`src/hdl/rcg_pkg.sv`:
```
package rcg_pkg;

    localparam int QueueDepth = 4;
    localparam int MagW       = 48;
    localparam int RedW       = 24;
    localparam int SumW       = 50;
    localparam int LenW       = 25;
    localparam int NumW       = 39;
    localparam int RemW       = 40;
    localparam int QW         = 15;
    localparam int SqrtSteps  = 25;
    localparam int DivSteps   = 15;

    localparam logic [16:0]        HalfQ16 = 17'd65536;
    localparam logic signed [15:0] OneQ14  = 16'sd16384;

    typedef enum logic [3:0] {
        REG_EYE_X         = 4'd0,
        REG_EYE_Y         = 4'd1,
        REG_EYE_Z         = 4'd2,
        REG_RIGHT_BASIS   = 4'd3,
        REG_UP_BASIS      = 4'd4,
        REG_FORWARD_BASIS = 4'd5,
        REG_ASPECT_RATIO  = 4'd6,
        REG_FOCAL_LENGTH  = 4'd7
    } cfg_reg_t;

    typedef struct packed {
        logic [16:0] u;
        logic [16:0] v;
    } coord_t;

    typedef struct packed {
        logic signed [31:0] origin_x;
        logic signed [31:0] origin_y;
        logic signed [31:0] origin_z;
        logic signed [15:0] dir_x;
        logic signed [15:0] dir_y;
        logic signed [15:0] dir_z;
        logic               zero_length;
    } ray_t;

    typedef struct packed {
        logic [47:0] right_basis;
        logic [47:0] up_basis;
        logic [47:0] forward_basis;
        logic [15:0] aspect_ratio;
        logic [15:0] focal_length;
    } cam_cfg_t;

    typedef struct packed {
        logic                      zero;
        logic [2:0]                neg;
        logic [2:0][MagW-1:0]      mag;
    } vec_item_t;

    typedef struct packed {
        logic signed [15:0] dir_x;
        logic signed [15:0] dir_y;
        logic signed [15:0] dir_z;
        logic               zero_length;
    } dir_word_t;

    function automatic logic signed [15:0] basis_comp(input logic [47:0] pv,
                                                      input int unsigned k);
        logic signed [15:0] c;
        c = $signed(pv[16*k +: 16]);
        if (c > OneQ14)
            c = OneQ14;
        else if (c < -OneQ14)
            c = -OneQ14;
        return c;
    endfunction

endpackage

```
`src/hdl/rcg_queue.sv`:
```
module rcg_queue
    import rcg_pkg::*;
#(
    parameter int DEPTH = QueueDepth
)
(
    input  logic      clk,
    input  logic      rst_n,
    input  logic      push,
    input  vec_item_t push_item,
    output logic      full,
    input  logic      pop,
    output logic      nonempty,
    output vec_item_t head
);

    localparam int PtrW = (DEPTH > 1) ? $clog2(DEPTH) : 1;
    localparam int CntW = $clog2(DEPTH + 1);

    vec_item_t           mem [DEPTH];
    logic [PtrW-1:0]     wr_ptr_reg, rd_ptr_reg;
    logic [CntW-1:0]     count_reg;

    assign full     = (count_reg == CntW'(DEPTH));
    assign nonempty = (count_reg != '0);
    assign head     = mem[rd_ptr_reg];

    always_ff @(posedge clk)
    begin
        if (push)
        begin
            mem[wr_ptr_reg] <= push_item;
        end
    end

    always_ff @(posedge clk or negedge rst_n)
    begin
        if (!rst_n)
        begin
            wr_ptr_reg <= '0;
            rd_ptr_reg <= '0;
            count_reg  <= '0;
        end
        else
        begin
            if (push)
                wr_ptr_reg <= (wr_ptr_reg == PtrW'(DEPTH - 1)) ? '0 : wr_ptr_reg + 1'b1;
            if (pop)
                rd_ptr_reg <= (rd_ptr_reg == PtrW'(DEPTH - 1)) ? '0 : rd_ptr_reg + 1'b1;
            case ({push, pop})
                2'b10:   count_reg <= count_reg + 1'b1;
                2'b01:   count_reg <= count_reg - 1'b1;
                default: count_reg <= count_reg;
            endcase
        end
    end

endmodule

```
`config.mk`:
```
export PLATFORM = sky130hd
export DESIGN_NAME = rcg_queue
export DESIGN_NICKNAME = d
export VERILOG_FILES = /design/src/hdl/rcg_pkg.sv /design/src/hdl/rcg_queue.sv
export SDC_FILE = /design/constraint.sdc
export NUM_CORES = 1
export LEC_CHECK = 0
export ABC_CLOCK_PERIOD_IN_PS = 5550
export BUFFER_PORTS_ARGS = -buffer_cell sky130_fd_sc_hd__buf_4
export CAP_MARGIN = 10
export CORE_ASPECT_RATIO = 1.25
export CORE_UTILIZATION = 30
export DETAILED_ROUTE_END_ITERATION = 10
export MAX_ROUTING_LAYER = met4
export SYNTH_ARGS = -nofsm -noshare
export SYNTH_HDL_FRONTEND = slang
export SYNTH_SLANG_ARGS = --single-unit
export TNS_END_PERCENT = 100
```
`constraint.sdc`:
```
create_clock -name clk -period 5.55 [get_ports clk]
set_input_delay 0.555 -clock clk [delete_from_list [all_inputs] [get_ports clk]]
set_output_delay 0.555 -clock clk [all_outputs]
set_load 0.01 [all_outputs]
```
After elaboration in Yosys (flattened, before gate mapping)
Memory sizes are Yosys's and may differ from the RTL's. Index checks and enable logic that the tools add are counted.

Flip-flop bits (word level): 7. RAM bits: 592. Input port bits: 152. Output and inout port bits: 150. Logic and storage cells: 20. Memories: 1.

Add/sub/neg operators: 4. Equal/unequal tests: 5. Multiplexer cells: 5. Reduce and logical (&&, ||, !) cells: 2.

Memory list: mem (depth 4, width 148, rd ports 1, clocked after Yosys merged registers in 0, write ports 1, line rcg_queue.sv:20) `vec_item_t mem [DEPTH];`.

Operators by type and width (count): == test 2 bit (second input constant) (3); case mux 3 bit (2 select lines) (1); adder 2 x 1 -> 2 bit (second input constant) (2); 2-to-1 mux 2 bit (2); adder 3 x 1 -> 3 bit (second input constant) (1); == test 3 bit (second input constant) (1); nonzero test 3 bit (1); subtractor 3 x 1 -> 3 bit (second input constant) (1); == test 2 x 1 -> 1 bit (second input constant) (1); 2-to-1 mux 1 bit (2); nonzero test 2 bit (1).

Logic depth before layout (Yosys ltp)
Gate-level depths: netlist of run 1.

Word-level depth: 2. Depth in mapped cells: 7. Gate-level depth less buffers: 7.

Least setup slack after synthesis of run 1
No wires, ideal clock.

Path type: reg-to-reg. Start: register wr_ptr_reg[0]. End: memory mem[0][0] in the netlist's numbering (enable). Setup time: 0.525 ns. Arrival time: 4.004 ns. Data required time: 5.025 ns. Slack: 1.021 ns. Cell stages (with the launch flop): 4. Path buffers: 0. Clock period less this slack: 4.529 ns. Cells stage by stage: dfrtp_1 > inv_1 > ha_1 > and2_1.

RTL lines: from (decl) (line rcg_queue.sv:21) `logic [PtrW-1:0] wr_ptr_reg, rd_ptr_reg;`; from (signal assigned) (line rcg_queue.sv:47) `wr_ptr_reg <= (wr_ptr_reg == PtrW'(DEPTH - 1)) ? '0 : wr_ptr_reg + 1'b1;`; to (decl) (line rcg_queue.sv:20).

Straight into the memory's write port.

==> flow_summary_export.csv, run 1 <==
group,metric,value,unit
floorplanning,start_util,30.3,%
placement,post-dp-hpwl,25.6,mm
finish,final_cell_area,27100,µm²
worst_hold_path,min_to,"mem[0][69]",
floorplanning,die_w,243,µm
outcome,status,"finished clean",
logic_synthesis,synth_warnings,0,
sta,drv_slew,0,
global_route,grt_max_degree,81,
worst_setup_path,cp_max_fo,54,
logic_synthesis,postSynthNetCount,972,
finish,area_growth,24.5,%
logic_synthesis,ys_seq_area_share,82.5,%
run,max_cap_viol_count,0,
power_and_ir_drop,vdd.ir_drop.worst,341,µV
worst_setup_path,start_kind,"flop",
sta,worstMarginPinSlew,1.05,ns
drt,drt-initial-drc-count,430,
global_route,grt_usage,12.0,%
clocking,clk_latency,0.59,ns
logic_synthesis,avgSynthCellArea,26.8,µm²
worst_setup_path,worstReg2RegStart,"wr_ptr_reg[0]",
finish,final_cells,2157,
sta,period_share,59.9,%
sta,fin_ws,2.23,ns
sta,fin_skew,0.0103,ns
clocking,cts_setup_buffers,0,
logic_synthesis,synth_area,21800,µm²
worst_setup_path,worstSetupEndpointType,"primary output",
clocking,clock-sinks,599,
sta,rsz0062_at_grt,"false",
logic_synthesis,synth_cells,813,
finish,layout_commonest_cell,"edfxtp_1",
drt,route.met2.wl,22.0,mm
worst_hold_path,min_path_type,"in2reg",
sta,relSlewSlack,30.1,%
finish,drive_above_1_share,46.5,%
worst_hold_path,hp-start,"push_item[69]",
global_route,grt_pass1_vias,10500,
worst_setup_path,crit_arrival,2.77,ns
worst_setup_path,path_class,"reg2out",
placement,dp_cells,2045,
floorplanning,rows,110,
sta,period_needed,3.32,ns
worst_setup_path,r2r_cells,4,
floorplanning,die_h,303,µm
drt,ant_nets,0,
drt,routedWlPerCell,20.1,µm
placement,detailed_place.area,25200,µm²
clocking,cts_buffer_depth,3,
sta,fmax,301,MHz
clocking,cts_tree,"yes",
drt,top_layer_used,"met4",
drt,routed_wl,43.4,mm
power_and_ir_drop,power_density,519,nW/µm²
placement,numPortBuffers,301,
worst_setup_path,worst_ep_required_time,4.99,ns
clocking,cts_buffers,57,
worst_setup_path,reg2reg_setup_slack,3.16,ns
drt,viasPerCell,4.45,
logic_synthesis,synth_seq_cells,599,
global_route,gr-total-overflow,0,
finish,fin_nets,1312,
clocking,cts.htree.levels,2,
worst_hold_path,min_path_cells,1,
drt,vias,9595,
placement,gp_congestion,0.695,
floorplanning,fp.dieArea,73600,µm²
drt,dr.pass1.iters,4,
sta,finalHoldViolCount,0,
drt,wl_met3,3.06,mm
sta,tns,0,ns
drt,drcViolationCount,0,
worst_setup_path,rr_endpoint,"mem[2][93]",
global_route,antenna_found_initial,3,
power_and_ir_drop,p_leak,9.05,nW
sta,setup_viol,0,
clocking,clk_pin_slew,0.06,ns
floorplanning,ios,302,
drt,wl_met1,17.4,mm
floorplanning,coreArea,71800,µm²
placement,dp_slack,2.75,ns
finish,largest_reg_flops,592,
global_route,grt_pass1_wl,64.3,mm
finish,final_cell_mix,"edfxtp_1, buf_4, mux4_2",
clocking,cts-root-buf,"clkbuf_16",
sta,hold_slack,0.161,ns
logic_synthesis,synth_cell_type_count,19,
==> critical path, cell delays in order, from the launching register on <==
cell and delay, ns:
dfrtp_4 0.86, buf_12 0.48, mux4_2 0.61, buf_4 0.17
==> Yosys cell counts <==
cell | number | area, µm²
clkbuf_1 | 4 | 15.0
edfxtp_1 | 592 | 17800
fa_1 | 1 | 20.0
and2_1 | 4 | 25.0
inv_1 | 6 | 22.5
nand2_1 | 2 | 7.51
buf_2 | 18 | 90.1
ha_1 | 6 | 75.1
buf_4 | 1 | 7.51
buf_6 | 11 | 124
xnor2_1 | 1 | 8.76
or3_1 | 2 | 12.5
nor2_1 | 2 | 7.51
mux4_2 | 148 | 3330
o21ai_0 | 3 | 15.0
dfrtp_1 | 7 | 175
xor2_1 | 2 | 17.5
mux2_2 | 2 | 22.5
and3_1 | 1 | 6.26
==> kinds of logic (layout without fill, tap and decap cells) <==
family,after synthesis,in the layout,synth area share (%)
flops,599,599,82.5
simple gates,11,11,0.270
compound gates,3,3,0.0690
other cells,0,3,0
buf+inv,40,429,1.19
mux,150,150,15.4
fa+ha+maj,7,7,0.437
xor+xnor,3,3,0.121
==> metal layers <==
layer	vias up	global-route usage, %
li1	4204	-
met1	5078	13.8
met2	250	20.0
met3	63	3.77
met4	0	3.82
met5	-	-
==> per-stage QoR <==
stage / utilization (%) / power (W)
floorplan: - / 0.00859
global placement: 35.0 / 0.0103
detailed placement: 35.0 / 0.0104
CTS: 37.7 / 0.0144
global route: 37.7 / 0.0147
finish: 37.7 / 0.0141
==> power breakdown <==
part / leakage, nW / internal, W / total [W] / switching [W]
logic: 2.61 / 0.00208 / 0.00407 / 0.00199
registers: 5.52 / 0.00580 / 0.00609 / 0.000292
clock network: 0.924 / 0.00228 / 0.00391 / 0.00163
==> worst max-delay path by stage <==
stage | from | to | slack, ns | depth (start not counted)
floorplan | wr_ptr_reg[0] | mem[0][0] | 1.02 | 3
global placement | rd_ptr_reg[0] | head[47] | 2.73 | 3
detailed placement | rd_ptr_reg[0] | head[51] | 2.75 | 3
CTS | rd_ptr_reg[0] | head[51] | 2.09 | 3
global route | rd_ptr_reg[0] | head[47] | 1.99 | 3
finish | rd_ptr_reg[0] | head[41] | 2.23 | 3
==> layout make-up <==
type                    count  area (µm²)
fillers                  6539       44700
flip-flops and latches    599       18000
clock buffers              71        1520
clock inverters            37         383
inverters                   6        22.5
repair buffers            315        2450
diodes                      3        7.51
multi-input cells         174        3560
well taps                 952        1190
==> what timing repair did <==
| item | CTS | global route |
|---|---|---|
| hold buffers | 1 | 0 |
| hold endpoints to repair | 7 | 0 |
| gates resized for setup | 0 | 0 |
| setup endpoints to repair | 0 | 0 |
No activity file was read; power rests on OpenSTA's default activity.
==> run 2: changes to the inputs <==
- ABC_CLOCK_PERIOD_IN_PS: 5550 -> 3000
- clock period: 5.55 -> 3 ns (I/O delays scaled with it)
==> flow_summary_export.csv, run 2 (synthesized netlist as in run 1, its figures left out) <==
group,metric,value,unit
worst_setup_path,rr_endpoint,"mem[1][105]",
global_route,gr-total-overflow,0,
global_route,antenna_found_initial,5,
worst_setup_path,worstReg2RegStart,"wr_ptr_reg[1]",
placement,post-dp-hpwl,26.6,mm
worst_setup_path,critPathLaunch,"rd_ptr_reg[0]",
finish,largest_reg_flops,592,
drt,dr.pass1.iters,4,
clocking,clk_pin_slew,0.06,ns
sta,fin_ws,0.305,ns
worst_setup_path,path_buf_inv,2,
global_route,grt_max_degree,89,
drt,viasPerCell,4.47,
sta,setup_viol,0,
drt,ant_nets,0,
sta,period_needed,2.70,ns
clocking,clk_latency,0.61,ns
sta,hold_slack,0.429,ns
placement,dp_cells,2055,
worst_setup_path,worst_ep_required_time,2.70,ns
floorplanning,die_w,243,µm
worst_setup_path,cp_max_fo,25,
finish,drive_above_1_share,41.6,%
clocking,cts_buffers,58,
run,max_cap_viol_count,0,
worst_setup_path,critical-path-top-delay-family,"flip-flops",
clocking,cts_tree,"yes",
clocking,clock-sinks,599,
floorplanning,coreArea,71800,µm²
sta,drv_slew,0,
worst_setup_path,start_kind,"flop",
floorplanning,rows,110,
clocking,cts_buffer_depth,3,
worst_setup_path,worstSetupEndpointType,"primary output",
placement,dp_slack,0.702,ns
sta,finalHoldViolCount,0,
worst_hold_path,min_path_type,"in2reg",
worst_setup_path,crit_cells,3,
global_route,grt_pass1_wl,67.5,mm
drt,vias,10400,
finish,area_growth,32.5,%
global_route,grt_pass1_vias,11300,
drt,routedWlPerCell,19.7,µm
finish,final_cell_mix,"edfxtp_1, buf_4, dlygate4sd3_1",
sta,relSlewSlack,57.4,%
worst_hold_path,min_path_cells,2,
floorplanning,die_h,303,µm
worst_setup_path,endpoint,"head[2]",
sta,tns,0,ns
placement,detailed_place.area,25400,µm²
floorplanning,start_util,30.3,%
clocking,cts-root-buf,"clkbuf_16",
drt,drcViolationCount,0,
worst_setup_path,r2r_cells,4,
drt,drt-initial-drc-count,450,
worst_setup_path,cp_cell_sequence,"buf_12 > mux4_2 > buf_4",
sta,period_share,89.8,%
floorplanning,ios,302,
sta,worstMarginPinSlew,0.639,ns
finish,fin_nets,1475,
sta,fin_skew,0.0140,ns
floorplanning,fp.dieArea,73600,µm²
worst_setup_path,slowest_delay,0.72,ns
worst_setup_path,crit_slowest_cell,"dfrtp_4",
power_and_ir_drop,p_leak,9.79,nW
sta,rsz0062_at_grt,"false",
finish,final_cell_area,28800,µm²
finish,layout_commonest_cell,"edfxtp_1",
outcome,status,"finished clean",
finish,fillers,6361,
sta,fmax,371,MHz
worst_setup_path,reg2reg_setup_slack,1.19,ns
global_route,grt_usage,12.6,%
worst_setup_path,path_class,"reg2out",
finish,final_cells,2319,
power_and_ir_drop,power_density,921,nW/µm²
placement,numPortBuffers,301,
clocking,cts.htree.levels,2,
placement,gp_congestion,0.694,
power_and_ir_drop,vdd.ir_drop.worst,683,µV
drt,routed_wl,45.7,mm
worst_setup_path,crit_arrival,2.40,ns
## run 2: metal layers
| metal | routed length (µm) | up-vias | track usage [%] |
|---|---|---|---|
| met5 | 0 | - | - |
| met4 | 929 | 0 | 3.53 |
| met3 | 2850 | 56 | 3.41 |
| met2 | 23600 | 247 | 21.6 |
| met1 | 18300 | 5523 | 14.7 |
| li1 | - | 4545 | - |
## run 2: worst register-to-register path, cell delays in order (launching register included)
cell and delay [ns]:
dfrtp_1 0.41, inv_1 0.11, ha_1 0.16, and2_4 0.40
buf_12 0.37
## run 2: worst min-delay path by stage
stage	from	endpoint	slack (ns)
5_1_grt	push_item[122]	mem[1][122]	0.39
3_3_place_gp	rst_n	count_reg[2]	0.12
4_1_cts	push_item[12]	mem[3][12]	0.37
3_5_place_dp	rst_n	count_reg[1]	0.12
2_1_floorplan	rst_n	count_reg[0]	0.004
6_report	push_item[122]	mem[1][122]	0.43
## run 2: metrics by stage
step | util [%] | total power (W)
CTS | 40.1 | 0.0271
global route | 40.1 | 0.0278
finish | 40.1 | 0.0265
detailed placement | 35.3 | 0.0195
floorplan | - | 0.0158
global placement | 35.3 | 0.0194
## run 2: layout make-up
cell class                      instances  area (µm²)  share of cell area, %
Sequential cell                       599       18000                   62.3
Timing Repair Buffer                  477        4170                   14.5
Multi-Input combinational cell        174        3560                   12.4
Clock buffer                           64        1470                   5.11
Tap cell                              952        1190                   4.13
Clock inverter                         42         435                   1.51
Inverter                                6        22.5                 0.0781
Antenna cell                            5        12.5                 0.0434
## run 2: power by group
group | total, W | internal [W] | switching, W
clock network | 0.00726 | 0.00423 | 0.00303
registers | 0.0111 | 0.0107 | 0.000356
logic | 0.00822 | 0.00420 | 0.00402
## run 2: what timing repair did
| action | CTS | global route |
|---|---|---|
| setup buffers | 1 | 0 |
| hold buffers | 152 | 0 |
| hold endpoints to repair | 603 | 0 |
| setup endpoints to repair | 1 | 0 |
| resized for setup | 0 | 0 |
